==> src/hw/rtl/ifsm_pkg.sv <==
// shared constants, types and pattern tables of the identity frame matcher
// no dependencies
`default_nettype none

package ifsm_pkg;

	localparam int unsigned FRAME_BYTES = 35;
	localparam int unsigned FILL_W      = $clog2(FRAME_BYTES + 1);
	localparam int unsigned SEQ_W       = 32;

	localparam logic [7:0] HDR_MAGIC   = 8'ha5;
	localparam logic [7:0] HDR_TYPE    = 8'h06;
	localparam logic [7:0] HDR_ONE     = 8'h01;
	localparam logic [7:0] HDR_SPACE   = 8'h20;
	localparam logic [7:0] BYTE_ZERO   = 8'h00;
	localparam logic [7:0] PRINT_LOW   = 8'd33;
	localparam logic [7:0] PRINT_HIGH  = 8'd126;

	typedef enum logic [1:0] {
		CK_FREE,
		CK_EXACT,
		CK_PRINT,
		CK_ZERO
	} cell_kind_t;

	// per-transfer decision of the sequence tracker
	typedef struct packed {
		logic take;
		logic drop;
		logic full;
	} seq_ctl_t;

	function automatic cell_kind_t cell_kind(input int unsigned idx);
		cell_kind_t k;
		if (idx <= 4 || idx == 9 || idx == 10) begin
			k = CK_EXACT;
		end else if (idx <= 8) begin
			k = CK_FREE;
		end else if (idx <= 22) begin
			k = CK_PRINT;
		end else if (idx <= 26) begin
			k = CK_ZERO;
		end else if (idx <= 34) begin
			k = CK_PRINT;
		end else begin
			k = CK_ZERO;
		end
		return k;
	endfunction

	function automatic logic [7:0] cell_expect(input int unsigned idx);
		logic [7:0] v;
		case (idx)
			0:       v = HDR_MAGIC;
			1:       v = HDR_TYPE;
			2, 3:    v = HDR_ONE;
			10:      v = HDR_SPACE;
			default: v = BYTE_ZERO;
		endcase
		return v;
	endfunction

endpackage

`default_nettype wire

==> src/hw/rtl/ifsm_cell.sv <==
// one window byte: holds it, passes it to the older neighbor, checks it
// depends on ifsm_pkg
`default_nettype none

module ifsm_cell
	import ifsm_pkg::*;
(
	input  wire logic       clk,
	input  wire cell_kind_t kind,
	input  wire logic [7:0] expect_byte,
	input  wire logic       shift_en,
	input  wire logic [7:0] byte_in,
	output logic [7:0]      byte_q,
	output logic            ok_q
);

	logic [7:0] nxt;
	logic       ok_nxt;

	assign nxt = shift_en ? byte_in : byte_q;

	// check is taken on the value the cell will hold after this edge
	always_comb begin
		case (kind)
			CK_FREE:  ok_nxt = 1'b1;
			CK_EXACT: ok_nxt = (nxt == expect_byte);
			CK_PRINT: ok_nxt = nxt inside {[PRINT_LOW:PRINT_HIGH]};
			CK_ZERO:  ok_nxt = (nxt == BYTE_ZERO);
			default:  ok_nxt = 1'b0;
		endcase
	end

	always_ff @(posedge clk) begin
		byte_q <= nxt;
		ok_q   <= ok_nxt;
	end

endmodule

`default_nettype wire

==> src/hw/rtl/ifsm_seq_track.sv <==
// sequence tracking: duplicate drop, gap restart and window fill count
// depends on ifsm_pkg
`default_nettype none

module ifsm_seq_track
	import ifsm_pkg::*;
(
	input  wire logic             clk,
	input  wire logic             arst_n,
	input  wire logic             accept,
	input  wire logic [SEQ_W-1:0] byte_seq,
	output seq_ctl_t              ctl
);

	logic             active_q;
	logic [SEQ_W-1:0] expected_q;
	logic [FILL_W-1:0] fill_q;
	logic [SEQ_W-1:0] diff;
	logic [FILL_W-1:0] fill_base;
	logic [FILL_W-1:0] fill_nxt;

	assign diff = byte_seq - expected_q;

	always_comb begin
		ctl.drop  = active_q && diff[SEQ_W-1];
		ctl.take  = accept && !ctl.drop;
		// a gap restarts the fill count before the byte goes in
		fill_base = (active_q && (diff != '0)) ? '0 : fill_q;
		fill_nxt  = (fill_base >= FILL_W'(FRAME_BYTES)) ? FILL_W'(FRAME_BYTES)
		                                                 : fill_base + 1'b1;
		ctl.full  = ctl.take && (fill_nxt == FILL_W'(FRAME_BYTES));
	end

	always_ff @(posedge clk or negedge arst_n) begin
		if (!arst_n) begin
			active_q   <= 1'b0;
			expected_q <= '0;
			fill_q     <= '0;
		end else if (ctl.take) begin
			active_q   <= 1'b1;
			expected_q <= byte_seq + 1'b1;
			fill_q     <= fill_nxt;
		end
	end

endmodule

`default_nettype wire

==> src/hw/rtl/identity_frame_stream_matcher.sv <==
// Identity frame stream matcher.
// Input channel: data_byte, byte_seq, segment_end with in_valid / in_stall.
// Output channel: byte_dropped, match, segment_found, serial_high, serial_low,
// frame_key with out_valid / out_stall. One result per input transfer.
// A transfer is taken at an edge with valid high and stall low.
// The result of a transfer is held in the middle stage (valid_s1) and then
// registered on the output; the middle stage holds while the output is stalled.
// Throughput: one byte per cycle; a new byte is taken every cycle while the
// output is not stalled. The window is a chain of byte cells that shift by one
// on each kept byte and check their own byte as it goes in; the match is the
// AND of the registered cell checks.
// Duplicates (negative sequence difference) leave the window untouched; a gap
// restarts the fill count.
// Reset clears the sequence state, fill count, segment flag and both valids;
// window bytes are not cleared and are only checked once the window is full.
// When the receiver stalls, the output holds; in_stall rises as soon as the
// middle stage holds a byte as well, so at most one more byte is taken.
// depends on ifsm_pkg, ifsm_cell, ifsm_seq_track
`default_nettype none

module identity_frame_stream_matcher
	import ifsm_pkg::*;
(
	input  wire logic             clk,
	input  wire logic             arst_n,
	input  wire logic             in_valid,
	output logic                  in_stall,
	input  wire logic [7:0]       data_byte,
	input  wire logic [SEQ_W-1:0] byte_seq,
	input  wire logic             segment_end,
	output logic                  out_valid,
	input  wire logic             out_stall,
	output logic                  byte_dropped,
	output logic                  match,
	output logic                  segment_found,
	output logic [63:0]           serial_high,
	output logic [31:0]           serial_low,
	output logic [63:0]           frame_key
);

	logic     accept;
	seq_ctl_t ctl;

	logic [7:0]             win [FRAME_BYTES];
	logic [FRAME_BYTES-1:0] ok;

	logic valid_s1, drop_s1, full_s1, seg_end_s1;
	logic s1_go;
	logic hit;
	logic found_q;

	logic        out_valid_q;
	logic        dropped_q, match_q, found_out_q;
	logic [63:0] serial_high_q, frame_key_q;
	logic [31:0] serial_low_q;
	logic [63:0] ser_hi_w, key_w;
	logic [31:0] ser_lo_w;

	assign s1_go    = valid_s1 && (!out_valid_q || !out_stall);
	assign in_stall = valid_s1 && !s1_go;
	assign accept   = in_valid && !in_stall;

	ifsm_seq_track u_seq (
		.clk      (clk),
		.arst_n   (arst_n),
		.accept   (accept),
		.byte_seq (byte_seq),
		.ctl      (ctl)
	);

	// newest byte enters the top cell, cell 0 holds the oldest
	for (genvar i = 0; i < FRAME_BYTES; i++) begin : g_cell
		logic [7:0] feed;
		if (i == FRAME_BYTES - 1) begin : g_top
			assign feed = data_byte;
		end else begin : g_mid
			assign feed = win[i+1];
		end
		ifsm_cell u_cell (
			.clk         (clk),
			.kind        (cell_kind(i)),
			.expect_byte (cell_expect(i)),
			.shift_en    (ctl.take),
			.byte_in     (feed),
			.byte_q      (win[i]),
			.ok_q        (ok[i])
		);
	end

	always_ff @(posedge clk or negedge arst_n) begin
		if (!arst_n) begin
			valid_s1 <= 1'b0;
		end else if (accept) begin
			valid_s1 <= 1'b1;
		end else if (s1_go) begin
			valid_s1 <= 1'b0;
		end
	end

	always_ff @(posedge clk) begin
		if (accept) begin
			drop_s1    <= ctl.drop;
			full_s1    <= ctl.full;
			seg_end_s1 <= segment_end;
		end
	end

	assign hit = full_s1 && (&ok);

	always_comb begin
		for (int k = 0; k < 8; k++) begin
			ser_hi_w[63-8*k -: 8] = win[11+k];
			key_w[63-8*k -: 8]    = win[27+k];
		end
		for (int k = 0; k < 4; k++) begin
			ser_lo_w[31-8*k -: 8] = win[19+k];
		end
	end

	always_ff @(posedge clk or negedge arst_n) begin
		if (!arst_n) begin
			found_q     <= 1'b0;
			out_valid_q <= 1'b0;
		end else begin
			if (s1_go) begin
				found_q     <= seg_end_s1 ? 1'b0 : (found_q || hit);
				out_valid_q <= 1'b1;
			end else if (!out_stall) begin
				out_valid_q <= 1'b0;
			end
		end
	end

	always_ff @(posedge clk) begin
		if (s1_go) begin
			dropped_q     <= drop_s1;
			match_q       <= hit;
			found_out_q   <= found_q || hit;
			serial_high_q <= hit ? ser_hi_w : '0;
			serial_low_q  <= hit ? ser_lo_w : '0;
			frame_key_q   <= hit ? key_w : '0;
		end
	end

	assign out_valid     = out_valid_q;
	assign byte_dropped  = dropped_q;
	assign match         = match_q;
	assign segment_found = found_out_q;
	assign serial_high   = serial_high_q;
	assign serial_low    = serial_low_q;
	assign frame_key     = frame_key_q;

endmodule

`default_nettype wire

==> config.mk <==
export PLATFORM = sky130hd
export DESIGN_NAME = identity_frame_stream_matcher
export DESIGN_NICKNAME = d
export VERILOG_FILES = /design/src/hw/rtl/ifsm_pkg.sv /design/src/hw/rtl/ifsm_cell.sv /design/src/hw/rtl/ifsm_seq_track.sv /design/src/hw/rtl/identity_frame_stream_matcher.sv
export SDC_FILE = /design/constraint.sdc
export NUM_CORES = 1
export LEC_CHECK = 0
export ABC_AREA = 0
export BUFFER_PORTS_ARGS = -buffer_cell sky130_fd_sc_hd__buf_2
export CAP_MARGIN = 20
export CORE_MARGIN = 2
export CORE_UTILIZATION = 55
export DETAILED_ROUTE_END_ITERATION = 8
export HOLD_SLACK_MARGIN = 0.1
export PLACE_DENSITY = 0.77
export SLEW_MARGIN = 20
export SYNTH_ARGS = -nofsm -noshare
export SYNTH_HDL_FRONTEND = slang
export SYNTH_HIERARCHICAL = 1
export SYNTH_SLANG_ARGS = --single-unit
==> constraint.sdc <==
create_clock -name clk -period 17.25 [get_ports clk]
set_input_delay 1.725 -clock clk [delete_from_list [all_inputs] [get_ports clk]]
set_output_delay 1.725 -clock clk [all_outputs]
set_load 0.01 [all_outputs]
[Word level (Yosys, flattened, before mapping)]
Index checks and enable logic that the tools add are counted.
Storage, ports and cells
  register bits after elaboration: 519
  input bits: 45
  output and inout port bits: 165
  logic and storage cells: 214
Operators by class
  add/sub/neg operators: 3
  order comparisons: 41
  equal/unequal tests: 7
  mux-type cells: 38
  reduce and logical (&&, ||, !) cells: 44
Operators by type and width (number)
  8-bit two-way mux: 31
  8-bit by 6-bit >= comparator with 1-bit output, second input constant: 20
  8-bit by 7-bit less-or-equal comparator with 1-bit output, second input constant: 20
  8-bit logical NOT: 6
  32-bit by 1-bit adder with 32-bit output, second input constant: 1
  32-bit nonzero test: 1
  32-bit subtractor: 1
  31-bit AND reduction: 1
  1-bit logical AND: 28
  8-bit by 1-bit == test with 1-bit output, second input constant: 2
  6-bit two-way mux: 2
  8-bit by 3-bit == test with 1-bit output, second input constant: 1
  8-bit by 6-bit == test with 1-bit output, second input constant: 1
  8-bit == test, second input constant: 1
  6-bit by 1-bit adder with 6-bit output, second input constant: 1
  6-bit == test, second input constant: 1
  6-bit >= comparator, second input constant: 1
  1-bit logical NOT: 5
  1-bit two-way mux: 5
  1-bit logical OR: 2
  2-bit by 1-bit != test with 1-bit output, second input constant: 1
  2-bit nonzero test: 1

[Longest topological paths before layout]
Gate-level depths: netlist (run 1).
  depth in word-level cells: 11
  depth in mapped cells: 21
  mapped depth without buffers: 18

[Modules after synthesis]
The synthesis (run 1) kept the hierarchy.
By module, submodules not included
  ifsm_cell: times used 35, cells an instance 56, area each 540.5 µm², sequential area each 180.2 µm²
  identity_frame_stream_matcher: times used 1, cells an instance 370, area each 6311.1 µm², sequential area each 5059.9 µm²
  ifsm_seq_track: times used 1, cells an instance 531, area each 4018.9 µm², sequential area each 975.9 µm²

[Worst setup path after synthesis (run 1)]
OpenSTA, ideal clock, no wires.
  path type: input port to flip-flop
  start point: input out_stall
  end point: register found_q
  library setup time: 189 ps
  arrival time: 14568 ps
  data required time: 17061 ps
  setup slack: 2493 ps
  cell stages on the path: 3
  buffers on the path: 0
  path through: a21boi_0 -> nor4bb_1 -> a2bb2oi_1
Between the ends
  word-level cells in the longest chain between the ends: 3
RTL lines
  from (decl): line identity_frame_stream_matcher.sv:32  | input wire logic out_stall,
  1-bit logical NOT
  1-bit logical OR: line identity_frame_stream_matcher.sv:59  | assign s1_go = valid_s1 && (!out_valid_q || !out_stall);
  1-bit logical AND: line identity_frame_stream_matcher.sv:59
  to (signal assigned): line identity_frame_stream_matcher.sv:126  | found_q <= seg_end_s1 ? 1'b0 : (found_q || hit);
  to (decl): line identity_frame_stream_matcher.sv:50  | logic found_q;
No other way between the ends.
A chain may end at the register's enable or synchronous reset.

==> impl_metrics.csv, run 1 <==
group,metric,value,unit
floorplanning,start_util,55.7,%
cells_and_area,area.sequential,12300,um2
logic_synthesis,synth.area.mux_share,11.2,%
worst_setup_path,startpoint_type,"input pin",
worst_setup_path,reg2reg_from,"u_seq/expected_q[5]",
clock_tree,clock_tree.root_cell,"clkbuf_16",
pwr,p_leak,0.0141,uW
logic_synthesis,synth_adder_area_share,1.41,%
drt,drc,0,
timing,tightest_slew,1.09,ns
worst_setup_path,crit_top_cell,"buf_4",
pwr,peakVddDrop,0.137,mV
clock_tree,post_cts_resized,0,
logic_synthesis,yosysTopAreaCell,"dfxtp_1",
hold_path,hold_class,"flop to flop",
global_route,antenna_found_initial,1,
logic_synthesis,netlist_top_cells_area,"dfxtp_1 (22%), edfxtp_1 (17%), xnor2_1 (7.3%), mux2_2 (5.5%), dfrtp_1 (3.6%)",
logic_synthesis,ys_seq_elements,523,
timing,finalSetupViolations,0,
worst_setup_path,crit_arrival,7.94,ns
cells_and_area,syn2layout_area_growth,16.8,%
global_route,grt_max_degree,202,
pwr,cellPowerDensity,147,nW/um2
clock_tree,clkSinkCount,523,
drt,drt_iter0_drc,1670,
floorplanning,fp.dieH,235,um
outcome,status,"completed",
drt,first_pass_iters,5,
placed_design,globalplace.congestion,0.915,
floorplanning,rows,84,
worst_setup_path,crit_fanout,94,
floorplanning,io_pins,210,
cells_and_area,multi_input_area,17400,um2
cells_and_area,drive_gt1_share,15.2,%
cells_and_area,final_cell_mix,"conb_1 (525), dfxtp_1 (315), xnor2_1 (244), nand2_1 (215), buf_2 (208)",
clock_tree,cts_setup_buffers,0,
logic_synthesis,synth_top_family_by_area,"simple AND/OR/NAND/NOR gates",
logic_synthesis,synth_ff_type,"dfxtp_1",
clock_tree,hold_buffers,0,
floorplanning,die_x,235,um
drt,drt_wl_total,65.5,mm
timing,layout_min_cycle_time,7.39,ns
logic_synthesis,async_flop_share,8.03,%
cells_and_area,layout_commonest_cell,"conb_1",
placed_design,portBuffers,209,
worst_setup_path,cp-end-kind,"flop",
global_route,grt_pass1_vias,21100,
clock_tree,path_clk_slew,0.06,ns
logic_synthesis,ys_warn_count,6,
global_route,track_usage,23.3,%
cells_and_area,final_util,65.0,%
logic_synthesis,synth_top_area_share,21.6,%
worst_setup_path,cp-endpoint,"g_cell[4].u_cell/ok_q",
drt,viasPerCell,5.22,
worst_setup_path,reg2regPathDepth,19,
floorplanning,dieArea,55000,um2
floorplanning,core,52600,um2
run,max_cap_violations,0,
worst_setup_path,path_cells,"buf_2 > ha_1 > nand4_1 > a211oi_1 > o211ai_1 > nand3_1 > nand2_1 > o31a_1 > xnor2_1 > nor2b_1 > nor2_4 > buf_4 > buf_4 > buf_4 > mux2_2 > xnor2_1 > nand4_1 > or4_1 > nand4b_1",
worst_setup_path,regToRegSetupSlack,10.73,ns
clock_tree,cts_buffers,54,
timing,final.setup_skew,0.0216,ns
clock_tree,cts_buffer_depth,3,
drt,final_antenna_net_count,0,
logic_synthesis,ys_seq_area_share,42.2,%
global_route,grt_pass1_wl,107,mm
timing,setup_ws,9.86,ns
global_route,grt-ovfl-total,0,
logic_synthesis,syn_area,29200,um2
timing,fin_crit_sh,42.8,%
worst_setup_path,max_stage_delay,0.96,ns
worst_setup_path,worstSetupPathType,"input pin to flop",
logic_synthesis,syn_avg_cell_area,10.2,um2
cells_and_area,nets,3635,
timing,maxSlewHeadroom,27.1,%
placed_design,dp_slack,9.33,ns
clock_tree,clk_latency,0.63,ns
clock_tree,cts_tree,"done",
timing,hold_violations,0,
logic_synthesis,synth_compound_area_share,8.80,%
worst_setup_path,r2r_end,"g_cell[4].u_cell/ok_q",
logic_synthesis,synth_cell_types,74,
timing,setup-tns-final,0,ns
placed_design,place_hpwl,46.4,mm
worst_setup_path,worstPathRequired,17.80,ns
clock_tree,cts_max_level,2,
cells_and_area,fill_cells,4191,
logic_synthesis,synth_edf_count,166,
logic_synthesis,synthXorXnorAreaFrac,8.80,%
logic_synthesis,syn_inst,2861,
timing,fmax,135,MHz
worst_setup_path,cp-startpoint,"byte_seq[4]",
timing,maxSlewViolCount,0,
timing,rsz0062_at_grt,"no",
drt,vias,22400,
worst_setup_path,cp_slowest_cell,"buf_4",
logic_synthesis,synthSimpleGateAreaFrac,22.5,%
drt,wire_per_inst,15.3,um
## cell usage after synthesis (36+ instances only)
cell type / instances
a21o_1: 43
a21oi_1: 82
a31oi_1: 36
and2_1: 167
and4_1: 36
buf_6: 36
dfrtp_1: 42
dfxtp_1: 315
edfxtp_1: 166
inv_1: 112
mux2_2: 142
mux2i_1: 36
nand2_1: 215
nand2b_1: 41
nand3_1: 121
nand4_1: 135
nor2_1: 136
nor3_1: 38
nor3b_1: 70
nor4_1: 42
nor4b_1: 36
o211ai_1: 39
o21ai_0: 48
o22ai_1: 75
o31ai_1: 38
xnor2_1: 244
xor2_1: 50
## through the flow
stage	hold slack (ns)	std cells	power [uW]	instance area [um2]
after floorplan	0.395	3384	3510	31200
after global placement	0.401	4189	3700	32200
after detailed placement	0.405	4189	3730	32200
after CTS	0.419	4291	5040	34200
after global routing	0.443	4292	5350	34200
final	0.419	4292	5040	34200
## layer usage
layer | track usage (%) | vias to the layer above | share of wire [%]
met4 | 8.57 | 0 | 3.0
met2 | 37.3 | 490 | 46
met1 | 32.1 | 10400 | 47
li1 | - | 11400 | -
met5 | 0 | - | 0
met3 | 3.24 | 113 | 4.7
## registers in the layout (all words and copies together), names as in the netlist
register / flops
g_cell.u_cell/byte_q: 280
frame_key: 64
serial_high: 64
g_cell.u_cell/ok_q: 35
serial_low: 32
u_seq/expected_q: 32
u_seq/fill_q: 6
byte_dropped: 1
drop_s1: 1
found_q: 1
full_s1: 1
match: 1
out_valid: 1
seg_end_s1: 1
segment_found: 1
u_seq/active_q: 1
valid_s1: 1
## layout make-up
class	instances	share of cell area, %
Antenna cell	1	0.00732
Clock buffer	65	4.25
Clock inverter	37	1.60
Inverter	112	1.23
Multi-Input combinational cell	2645	50.9
Sequential cell	523	36.1
Tap cell	688	2.52
Timing Repair Buffer	221	3.37
## power by group
group          total, uW  switching, uW  internal [uW]
clock network       1300            513            785
logic               1910           1040            867
registers           1830            306           1520
total               5040           1860           3170
## worst min path at each step
stage | start | to | depth (start not counted)
CTS | drop_s1 | byte_dropped | 0
global placement | seg_end_s1 | found_q | 1
global route | drop_s1 | byte_dropped | 0
finish | drop_s1 | byte_dropped | 0
detailed placement | drop_s1 | byte_dropped | 0
floorplan | seg_end_s1 | found_q | 1
## kinds of logic after synthesis
family | Yosys count
AO/OA/AOI/OAI | 398
XOR/XNOR | 294
adder cells (fa/ha/maj) | 33
buffers and inverters | 216
flip-flops | 523
multiplexers | 248
other | 2
AND/OR/NAND/NOR | 1147
## critical path: cells and delay by family
family,cells,cell delay (ns)
AOI/OAI and AO/OA,3,0.81
xor gates and xnor gates,2,0.43
adders and majority gates,1,0.41
buffers and inverters,4,2.64
muxes,1,0.44
and+or+nand+nor,8,1.39
No activity file was read; power rests on OpenSTA's default activity.
==> inputs of run 2 (changes only) <==
--- a/config.mk
+++ b/config.mk
@@ -5,14 +5,14 @@
 export SDC_FILE = /design/constraint.sdc
 export NUM_CORES = 1
 export LEC_CHECK = 0
-export ABC_AREA = 0
+export ABC_AREA = 1
 export BUFFER_PORTS_ARGS = -buffer_cell sky130_fd_sc_hd__buf_2
 export CAP_MARGIN = 20
 export CORE_MARGIN = 2
 export CORE_UTILIZATION = 55
 export DETAILED_ROUTE_END_ITERATION = 8
 export HOLD_SLACK_MARGIN = 0.1
-export PLACE_DENSITY = 0.77
+export PLACE_DENSITY = 0.76
 export SLEW_MARGIN = 20
 export SYNTH_ARGS = -nofsm -noshare
 export SYNTH_HDL_FRONTEND = slang
==> constraint.sdc (replaced) <==
create_clock -name clk -period 7.61 [get_ports clk]
set_input_delay 0.761 -clock clk [delete_from_list [all_inputs] [get_ports clk]]
set_output_delay 0.761 -clock clk [all_outputs]
set_load 0.01 [all_outputs]
==> run 2 against run 1 <==
Against the previous run:
- sequential power up 110%
- register-to-register slack worse by 7.0 ns
- wire length up 17%
- critical endpoint is now g_cell[12].u_cell/ok_q
- clock skew up 0.013 ns
- cell area up 18%
- global-route usage up 1.0 points
- largest power group unchanged
- sequential cell count unchanged
- clock-buffer cell count up 4
- combinational power up 150%
- area after synthesis up 16%
- via count up 32%
==> impl_metrics.csv, run 2 <==
group,metric,value,unit
cells_and_area,drive_gt1_share,17.2,%
pwr,p_sw,4890,uW
pwr,p_leak,0.0212,uW
worst_setup_path,crit_arrival,4.44,ns
timing,maxSlewViolCount,0,
clock_tree,post_cts_resized,0,
worst_setup_path,regToRegSetupSlack,3.71,ns
placed_design,globalplace.congestion,0.923,
pwr,clkPwrFrac,24.7,%
drt,vias,29700,
global_route,antenna_found_initial,2,
floorplanning,die_x,252,um
global_route,grt_max_degree,94,
clock_tree,cts_buffer_depth,3,
clock_tree,cts_max_level,2,
worst_setup_path,worstSetupPathType,"flop to flop",
logic_synthesis,yosys.cell_count.top_type,"nand2_1",
drt,wire_per_inst,11.4,um
cells_and_area,fill_cells,5561,
logic_synthesis,ys_warn_count,6,
drt,drc,0,
logic_synthesis,synth_cell_types,42,
clock_tree,cts_buffers,58,
drt,first_pass_iters,5,
cells_and_area,layout_commonest_cell,"nand2_1",
global_route,grt_use_met2,42.4,%
global_route,track_usage,24.3,%
pwr,p_int,6570,uW
cells_and_area,syn2layout_area_growth,18.6,%
worst_setup_path,cp-endpoint,"g_cell[12].u_cell/ok_q",
pwr,cellPowerDensity,285,nW/um2
logic_synthesis,syn_area,33900,um2
pwr,p_comb_share,41.5,%
logic_synthesis,netlist_top_cells_area,"nand2_1 (19%), dfxtp_1 (19%), edfxtp_1 (15%), inv_1 (8.6%), nand2_2 (7.2%)",
clock_tree,cts_setup_buffers,0,
drt,drt_iter0_drc,1473,
pwr,p_seq_share,33.8,%
global_route,grt-ovfl-total,0,
drt,drt_wl_total,76.4,mm
floorplanning,start_util,55.3,%
global_route,grt_use_met1,31.1,%
clock_tree,clock_tree.root_cell,"clkbuf_16",
cells_and_area,nets,5938,
logic_synthesis,yosysTopAreaCell,"nand2_1",
logic_synthesis,ys_seq_elements,523,
timing,setup-tns-final,0,ns
logic_synthesis,syn_avg_cell_area,6.92,um2
clock_tree,hold_buffers,0,
logic_synthesis,synth_edf_count,166,
timing,hold_violations,0,
floorplanning,dieArea,63700,um2
worst_setup_path,startpoint_type,"flop",
cells_and_area,final_cell_mix,"nand2_1 (1752), inv_1 (776), conb_1 (735), nand2_2 (388), nor2_1 (380)",
worst_setup_path,r2r_end,"g_cell[12].u_cell/ok_q",
logic_synthesis,ys_seq_area_share,36.4,%
logic_synthesis,synth_top_area_share,19.4,%
placed_design,portBuffers,209,
clock_tree,cts_tree,"done",
worst_setup_path,crit_fanout,76,
floorplanning,core,61400,um2
placed_design,place_hpwl,58.6,mm
clock_tree,clk_latency,0.64,ns
pwr,switching_share,42.7,%
pwr,peakVddDrop,0.251,mV
cells_and_area,regMostFlops,"g_cell.u_cell/byte_q",
worst_setup_path,worstPathRequired,8.14,ns
logic_synthesis,async_flop_share,8.03,%
run,max_cap_violations,0,
global_route,grt.busiest_layer,"met2",
outcome,status,"completed",
floorplanning,fp.dieH,252,um
timing,finalSetupViolations,0,
timing,final.setup_skew,0.0346,ns
hold_path,hold_class,"input pin to asynchronous set/reset pin",
drt,final_antenna_net_count,0,
logic_synthesis,synthTopCellsByCount,"nand2_1 (1752), inv_1 (778), nand2_2 (388)",
clock_tree,clkSinkCount,523,
floorplanning,io_pins,210,
timing,rsz0062_at_grt,"no",
worst_setup_path,reg2reg_from,"u_seq/expected_q[3]",
timing,tightest_slew,0.993,ns
worst_setup_path,cp-startpoint,"u_seq/expected_q[3]",
timing,maxSlewHeadroom,33.8,%
global_route,grt_pass1_vias,27700,
global_route,met3_usage,3.08,%
global_route,grt_pass1_wl,128,mm
worst_setup_path,reg2regPathDepth,22,
logic_synthesis,syn_inst,4905,
worst_setup_path,cp-end-kind,"flop",
drt,viasPerCell,4.43,
timing,layout_min_cycle_time,3.90,ns
cells_and_area,final_util,65.6,%
timing,fmax,256,MHz
logic_synthesis,synth_ff_type,"dfxtp_1",
floorplanning,rows,91,
cells_and_area,largest_register_ffs,280,
timing,fin_crit_sh,51.3,%
clock_tree,path_clk_slew,0.06,ns
-- run 2: changes by cell type in the layout (fill, tap and decap cells not counted), sizes merged, moves of 177 or more --
cell	previous run	this run
nand2	216	2315
inv	116	817
nor2	137	457
xnor2	244	12
conb	525	735
nand3	121	301
mux2	177	0
-- run 2: worst max-delay path, cell delays in order (launching register included) --
cell     delay (ns)
dfrtp_1        0.36
inv_1          0.05
ha_1           0.34
nand2_1        0.11
nor2_1         0.19
nand3_1        0.11
nand2_1        0.17
nand2_1        0.09
nand2_1        0.08
nand2_1        0.07
nand3_1        0.07
nand2_1        0.07
nand2_1        0.08
nand2_1        0.14
inv_8          0.52
buf_4          0.60
nand2_1        0.21
nand2_4        0.14
nand4_1        0.10
nand2_1        0.07
nand3_1        0.06
nand3_1        0.08
nand2_1        0.05
-- run 2: power groups by stage --
stage / clock (uW) / sequential, uW / combinational (uW)
2_1_floorplan: 0 / 3820 / 3910
3_3_place_gp: 0 / 3930 / 4660
3_5_place_dp: 0 / 3930 / 4730
4_1_cts: 2900 / 3880 / 4750
5_1_grt: 3000 / 3930 / 5440
6_report: 2830 / 3870 / 4760
-- run 2: how the worst min path moves through the flow --
| stage | end | startpoint | depth (start not counted) |
|---|---|---|---|
| 2_1_floorplan | byte_dropped | drop_s1 | 0 |
| 3_3_place_gp | byte_dropped | drop_s1 | 0 |
| 3_5_place_dp | byte_dropped | drop_s1 | 0 |
| 4_1_cts | seg_end_s1 | segment_end | 1 |
| 6_report | u_seq/expected_q[16] | arst_n | 1 |
| 5_1_grt | u_seq/expected_q[0] | arst_n | 1 |
-- run 2: metrics by stage --
| step | cells | area [um2] | worst slack, ns | hold WS [ns] | power, uW |
|---|---|---|---|---|---|
| 3_5_place_dp | 6590 | 38300 | 3.18 | 0.407 | 8660 |
| 2_1_floorplan | 5638 | 36700 | 2.89 | 0.400 | 7740 |
| 6_report | 6701 | 40300 | 3.71 | 0.154 | 11500 |
| 5_1_grt | 6701 | 40300 | 3.20 | 0.186 | 12400 |
| 4_1_cts | 6700 | 40300 | 3.67 | 0.283 | 11500 |
| 3_3_place_gp | 6590 | 38300 | 3.24 | 0.411 | 8590 |
-- run 2: cell families after synthesis --
logic type / share of synthesized area, %
AOI/OAI and AO/OA: 1.64
other: 0.0221
adders and majority gates: 1.22
xor gates and xnor gates: 0.774
DFF: 36.4
and+or+nand+nor: 48.1
buffers and inverters: 11.9
-- run 2: routing by layer --
layer | up-vias | wire, um
met1 | 12900 | 34700
met5 | - | 13
met3 | 124 | 3090
met2 | 500 | 36400
li1 | 16200 | -
met4 | 2 | 2200
-- run 2: final cells by class --
class	instances	area (um2)	area share, %
multi-input cells	4239	20300	50.5
flip-flops and latches	523	12300	30.7
inverters	816	3510	8.73
clock buffers	69	1510	3.76
repair buffers	222	1180	2.94
well taps	790	988	2.46
clock inverters	41	403	1.00
diodes	1	2.50	0.00622
